`config.mk`:
```
export PLATFORM = sky130hd
export DESIGN_NAME = ccint_sqrt
export DESIGN_NICKNAME = d
export VERILOG_FILES = /design/src/hw/rtl/ccint_sqrt.sv
export SDC_FILE = /design/constraint.sdc
export NUM_CORES = 2
export LEC_CHECK = 0
export ABC_AREA = 0
export BUFFER_PORTS_ARGS = -buffer_cell sky130_fd_sc_hd__buf_4
export CAP_MARGIN = 20
export CELL_PAD_IN_SITES_DETAIL_PLACEMENT = 1
export CELL_PAD_IN_SITES_GLOBAL_PLACEMENT = 2
export CORE_UTILIZATION = 46
export CTS_CLUSTER_DIAMETER = 120
export CTS_CLUSTER_SIZE = 12
export DETAILED_ROUTE_END_ITERATION = 10
export GPL_TIMING_DRIVEN = 0
export HOLD_SLACK_MARGIN = 0.15
export PLACE_DENSITY = 0.77
export SETUP_SLACK_MARGIN = 0.4
export SYNTH_ARGS = -nofsm -noshare
export SYNTH_HDL_FRONTEND = slang
export SYNTH_MEMORY_MAX_BITS = 65536
export SYNTH_SLANG_ARGS = --single-unit
```
`constraint.sdc`:
```
create_clock -name clk -period 4.39 [get_ports clk]
set_clock_uncertainty 0.1 [all_clocks]
set_input_delay 0.439 -clock clk [delete_from_list [all_inputs] [get_ports clk]]
set_output_delay 0.439 -clock clk [all_outputs]
set_load 0.01 [all_outputs]
```
`src/hw/rtl/ccint_sqrt.sv`:
```
`default_nettype none

// Pipelined restoring square root, one result bit per stage, rounded to nearest.
module ccint_sqrt #(
  parameter int IN_W   = 66,
  parameter int SIDE_W = 1
) (
  input  wire logic                clk,
  input  wire logic                rst,
  input  wire logic                en,
  input  wire logic                in_valid,
  input  wire logic [IN_W-1:0]     rad,
  input  wire logic [SIDE_W-1:0]   in_side,
  output logic                     out_valid,
  output logic [IN_W/2-1:0]        root,
  output logic [SIDE_W-1:0]        out_side
);

  localparam int OW = IN_W / 2;

  logic              st_v    [OW];
  logic [OW+1:0]     st_rem  [OW];
  logic [OW-1:0]     st_root [OW];
  logic [IN_W-1:0]   st_rad  [OW];
  logic [SIDE_W-1:0] st_side [OW];

  logic [OW+1:0]     c_rem   [OW];
  logic [OW-1:0]     c_root  [OW];
  logic [IN_W-1:0]   c_rad   [OW];
  logic [OW+1:0]     acc     [OW];
  logic [OW+1:0]     trial   [OW];
  logic [OW+1:0]     n_rem   [OW];
  logic [OW-1:0]     n_root  [OW];
  logic              rnd;

  always_comb begin
    c_rem[0]  = '0;
    c_root[0] = '0;
    c_rad[0]  = rad;
    for (int i = 1; i < OW; i++) begin
      c_rem[i]  = st_rem[i-1];
      c_root[i] = st_root[i-1];
      c_rad[i]  = st_rad[i-1];
    end
    for (int i = 0; i < OW; i++) begin
      // remainder stays below 2^OW until the last step
      acc[i]   = {c_rem[i][OW-1:0], c_rad[i][IN_W-1 -: 2]};
      trial[i] = {c_root[i], 2'b01};
      if (acc[i] >= trial[i]) begin
        n_rem[i]  = acc[i] - trial[i];
        n_root[i] = {c_root[i][OW-2:0], 1'b1};
      end else begin
        n_rem[i]  = acc[i];
        n_root[i] = {c_root[i][OW-2:0], 1'b0};
      end
    end
  end

  assign rnd = st_rem[OW-1] > (OW+2)'(st_root[OW-1]);

  always_ff @(posedge clk) begin
    if (rst) begin
      for (int i = 0; i < OW; i++) st_v[i] <= 1'b0;
      out_valid <= 1'b0;
    end else if (en) begin
      st_v[0] <= in_valid;
      for (int i = 1; i < OW; i++) st_v[i] <= st_v[i-1];
      out_valid <= st_v[OW-1];
    end
  end

  always_ff @(posedge clk) begin
    if (en) begin
      for (int i = 0; i < OW; i++) begin
        st_rem[i]  <= n_rem[i];
        st_root[i] <= n_root[i];
        st_rad[i]  <= c_rad[i] << 2;
      end
      st_side[0] <= in_side;
      for (int i = 1; i < OW; i++) st_side[i] <= st_side[i-1];
      root     <= st_root[OW-1] + OW'(rnd);
      out_side <= st_side[OW-1];
    end
  end

endmodule

`default_nettype wire

```
Word level (Yosys, flattened, before mapping)
Memory sizes are Yosys's and may differ from the RTL's. A register that Yosys moved wholly into a read port is not among the register bits.
Index checks and enable logic that the tools add are counted.
{"block": "op_classes", "bitwise": 33, "order_cmp": 34, "muxes": 105, "add_sub_neg": 34}
{"cell": "35-bit two-way mux", "n": 33}
{"cell": "35-bit >= comparator", "n": 32}
{"cell": "35-bit subtractor", "n": 32}
{"cell": "1-bit two-way mux", "n": 72}
{"cell": "35-bit by 33-bit > comparator with 1-bit output", "n": 1}
{"cell": "33-bit by 1-bit adder with 33-bit output", "n": 1}
{"cell": "1-bit bitwise OR", "n": 33}
{"cell": "2-bit by 1-bit subtractor with 3-bit output (second input constant)", "n": 1}
{"cell": "2-bit by 1-bit >= comparator with 1-bit output (second input constant)", "n": 1}
{"block": "totals", "ramBits": 4422, "regBits": 33, "memories": 5, "output_inout_bits": 35, "inputBits": 71, "wordCells": 212}
{"name": "st_rad", "depth": 33, "word_bits": 64, "rd": 32, "rd_clocked_by_memory_dff": 0, "wr": 33, "line_no": "24", "source": "logic [IN_W-1:0] st_rad [OW];"}
{"name": "st_rem", "depth": 33, "word_bits": 35, "rd": 33, "rd_clocked_by_memory_dff": 0, "wr": 33, "line_no": "22", "source": "logic [OW+1:0] st_rem [OW];"}
{"name": "st_root", "depth": 33, "word_bits": 33, "rd": 33, "rd_clocked_by_memory_dff": 0, "wr": 33, "line_no": "23", "source": "logic [OW-1:0] st_root [OW];"}
{"name": "st_side", "depth": 33, "word_bits": 1, "rd": 33, "rd_clocked_by_memory_dff": 1, "wr": 33, "line_no": "25", "source": "logic [SIDE_W-1:0] st_side [OW];"}
{"name": "st_v", "depth": 33, "word_bits": 1, "rd": 33, "rd_clocked_by_memory_dff": 1, "wr": 33, "line_no": "21", "source": "logic st_v [OW];"}

Longest topological paths before layout
{"block": "depth", "word_depth": 4, "ltp_mapped": 18}

Worst setup path before layout
OpenSTA, ideal clock, no wires.
{"block": "synth_timing", "path_kind": "reg-to-reg", "startpoint": "mem st_rem[0][333] (netlist name)", "endpoint": "mem st_rem[0][359] (netlist name) (data pin)", "n_path_buf": 1, "period_less_slack_ns": 3.669, "slack_ns": 0.721, "arrival_ns": 3.309, "required_ns": 4.030, "stages_incl_launch_ff": 10, "setup_ns": 0.260, "path_cell_list": "edfxtp_1 -> or4_4 -> or3_4 -> or4_4 -> or3_1 -> or3_1 -> nand2b_4 -> or3_4 -> buf_6 -> mux2_4"}
{"element": "from (decl)", "line_no": "22"}

==> metrics <==
status complete, no violations; CTS Buffer Depth 4; WL/cell around 22 microns; Final Cell Area about 150000 sq um; DRT iter0 DRCs between 5000 and 6000; TNS Setup 0 ps; Worst Path Buf+Inv 3; DIE WIDTH between 500 and 600 microns; post-synth cell types 96; core area 279900 sq um; Largest stage delay, worst path between 500 and 600 ps; sw power 23.79 mW; Initial Util ~46%; max_slew headroom 24.41%; placed cell area approximately 140000 sq um; Power Internal about 52 mW; # DRC 0; minimum clock period approximately 4000 ps; Reg power frac roughly 47%; Crit. End Element flop; maximum fanout along the worst path 10; Async SR Flop Fraction 0%; Gate power share between 20% and 30%; vias in the first global route roughly 82000; total CTS buffers roughly 270; synthesized instance count ~10000; required time of the critical path 4890 ps; worst vdd ir about 0.40 mV; LEAKAGE 55.56 nW; ANT nets after route 0; clk_lat worst skew slightly above 900 ps; Cell Chain, Critical Path inv_1, ha_1, o21ai_0, a21oi_1, a22o_1, a31o_4, nand4_1, nand3_2, a311o_1, a31oi_4, inv_2, buf_8, mux2_2; Critical-path top delay cell edfxtp_1; Final nets approximately 11000; synthesized net count between 10000 and 15000; switching part of the total around 31%; Post-synth EDFFs 2759; Clk pwr share around 27%; Placer Congestion approximately 0.9; CTS H-Tree Depth 5; sequential area share after synthesis 63.91%; fmax approximately 250 MHz; final hold slack approximately 230 ps; R2R Setup Slk approximately 450 ps; synthesized area around 130000 sq um; largest delay contributor family on the critical path compound AO/OA/AOI/OAI gates; Worst Max-Slew Pin Slew around 1100 ps; Ports ~110; die area about 280000 sq um; PortBufs approximately 110; share of cells above drive strength 1 approximately 8.1%; max-cap violations 0; Die H roughly 530 microns; pwr/cell area 523.3 nW/um^2; period utilization between 80% and 90%; GRT overflow 0; commonest register cell after synthesis edfxtp_1; clk sinks between 2000 and 3000; CP Class reg -> reg; Final setup viols 0; number of synthesized register bits around 2800; DRT Wirelength 322300 microns; TritonRoute pass-1 iters 5; vias per cell 5.562; first-pass GRT wire length between 400000 and 500000 microns; Slew Viols, Final 0; routed via count around 80000; RSZ-0062 raised after global routing yes; largest net degree at the start of global routing slightly below 200; final hold vios 0; Hold/Removal Path Class in -> reg; Worst setup SP type flop; CTS Root Cell clkbuf_16; CTS tree built; Detailed Place HPWL between 200000 and 250000 microns; yosys warns 0; gr usage total between 20 and 25%; Mapped Avg Cell Area between 10 and 15 sq um; initial antenna violation count 14; CP arrival roughly 4500 ps; synth-to-layout area growth 12.35%; clock transition at the registers of the reported paths 60 ps; row count 194
==> power groups by stage <==
stage	Combinational, mW	Sequential [mW]	Clock, mW
after floorplan	13.1	35.3	0
after global placement	18.1	37.6	0
after detailed placement	18.6	36.5	0
after CTS	19.1	36.0	21.4
after global routing	21.4	36.3	22.2
final	19.5	36.0	20.8
==> routing by layer <==
layer / wire length, microns / vias up / track usage (%)
li1: - / 38430 / -
met3: 11430 / 370 / 2.086
met2: 146800 / 1323 / 35.36
met1: 157600 / 40290 / 33.42
met5: 0 / - / 0
met4: 6524 / 0 / 4.975
==> stage by stage <==
stage	utilization, %	instances	power, mW	setup WS [ps]
floorplan	-	10120	48.45	721.1
global placement	48.28	13950	55.72	-21730
detailed placement	48.45	13970	55.08	-1031
CTS	51.78	14420	76.59	363.0
global route	52.05	14450	79.94	355.9
finish	52.05	14460	76.23	447.1
==> cell families after synthesis <==
logic type / count (synthesis) / share of synthesized area (%)
mux: 102 / 0.8839
xor+xnor: 897 / 6.059
simple gates: 2651 / 10.16
buf+inv: 989 / 2.879
compound gates: 2088 / 10.00
other cells: 1 / 0.002892
flops: 2760 / 63.91
fa+ha+maj: 633 / 6.108
==> synthesized netlist by cell type (all sizes together), types with 12 or more instances <==
cell type	instances	area share, %
o211ai	52	0.30
o21bai	60	0.35
nand4b	12	0.081
a21o	269	1.6
inv	788	2.3
or4	69	0.41
nor3	254	0.98
a41oi	17	0.11
o21ai	536	2.1
nor4	112	0.55
nor2b	93	0.45
or2	54	0.26
a21boi	30	0.17
o21a	97	0.56
or3	104	0.51
a211o	22	0.15
nand2b	117	0.57
mux2	94	0.82
ha	633	6.1
a211oi	56	0.32
o31ai	59	0.34
and3	74	0.36
clkbuf	178	0.52
nor3b	14	0.085
nand2	663	1.9
o31a	14	0.095
nand3	195	0.75
and2	75	0.36
nand4	105	0.51
nand3b	29	0.18
a21oi	647	2.5
o41ai	17	0.12
a31oi	62	0.30
edfxtp	2759	64
xor2	446	3.0
a31o	15	0.10
buf	19	0.071
xnor2	451	3.0
nor2	629	1.8
and4	15	0.10
==> state kept, by name (all words and copies together) (netlist names) <==
| name | cells |
|---|---|
| st_rad | 1056 |
| st_side | 33 |
| st_rem | 1042 |
| st_v | 33 |
| out_valid | 1 |
| st_root | 561 |
| out_side | 1 |
| root | 33 |
==> final cells by class <==
cell class	instances	area, sq um
flip-flops and latches	2760	82870
multi-input cells	6372	43930
well taps	3724	4659
repair buffers	300	3075
diodes	7	17.52
clock buffers	279	6748
fillers	27980	134200
plain buffers	197	934.6
clock inverters	26	467.9
inverters	792	2978
==> final timing paths <==
kind	from	end	depth (start not counted)
setup / recovery	st_root[0][990]	st_rem[0][1113]	13
setup reg to reg	st_root[0][990]	st_rem[0][1113]	13
hold / removal	rad[50]	st_rad[0][50]	2
hold reg to reg	st_side[27]	st_side[28]	0
==> placed cells by master, fill, tap and decap left out, types with 73 or more instances in the layout <==
master	n
a21o_1	269
ha_1	630
and3_1	73
nand3_1	190
dlygate4sd3_1	126
xnor2_1	451
or3_1	100
nand4_1	105
nor3_1	242
clkbuf_16	268
o21a_1	97
xor2_1	446
nand2_1	662
inv_1	785
edfxtp_1	2759
nor4_1	101
a21oi_1	639
and2_1	75
nor2_1	628
mux2_2	91
buf_4	152
clkbuf_1	122
o21ai_0	512
nor2b_1	91
nand2b_1	115
==> timing repair <==
item                       CTS  global route
hold endpoints to repair   198             0
setup buffers               13            28
hold buffers               131             0
pin swaps                   10            19
setup endpoints to repair  751           502
gates cloned                 2             1
resized for setup          156           176
Note: power is estimated with default switching activity, not from simulation.
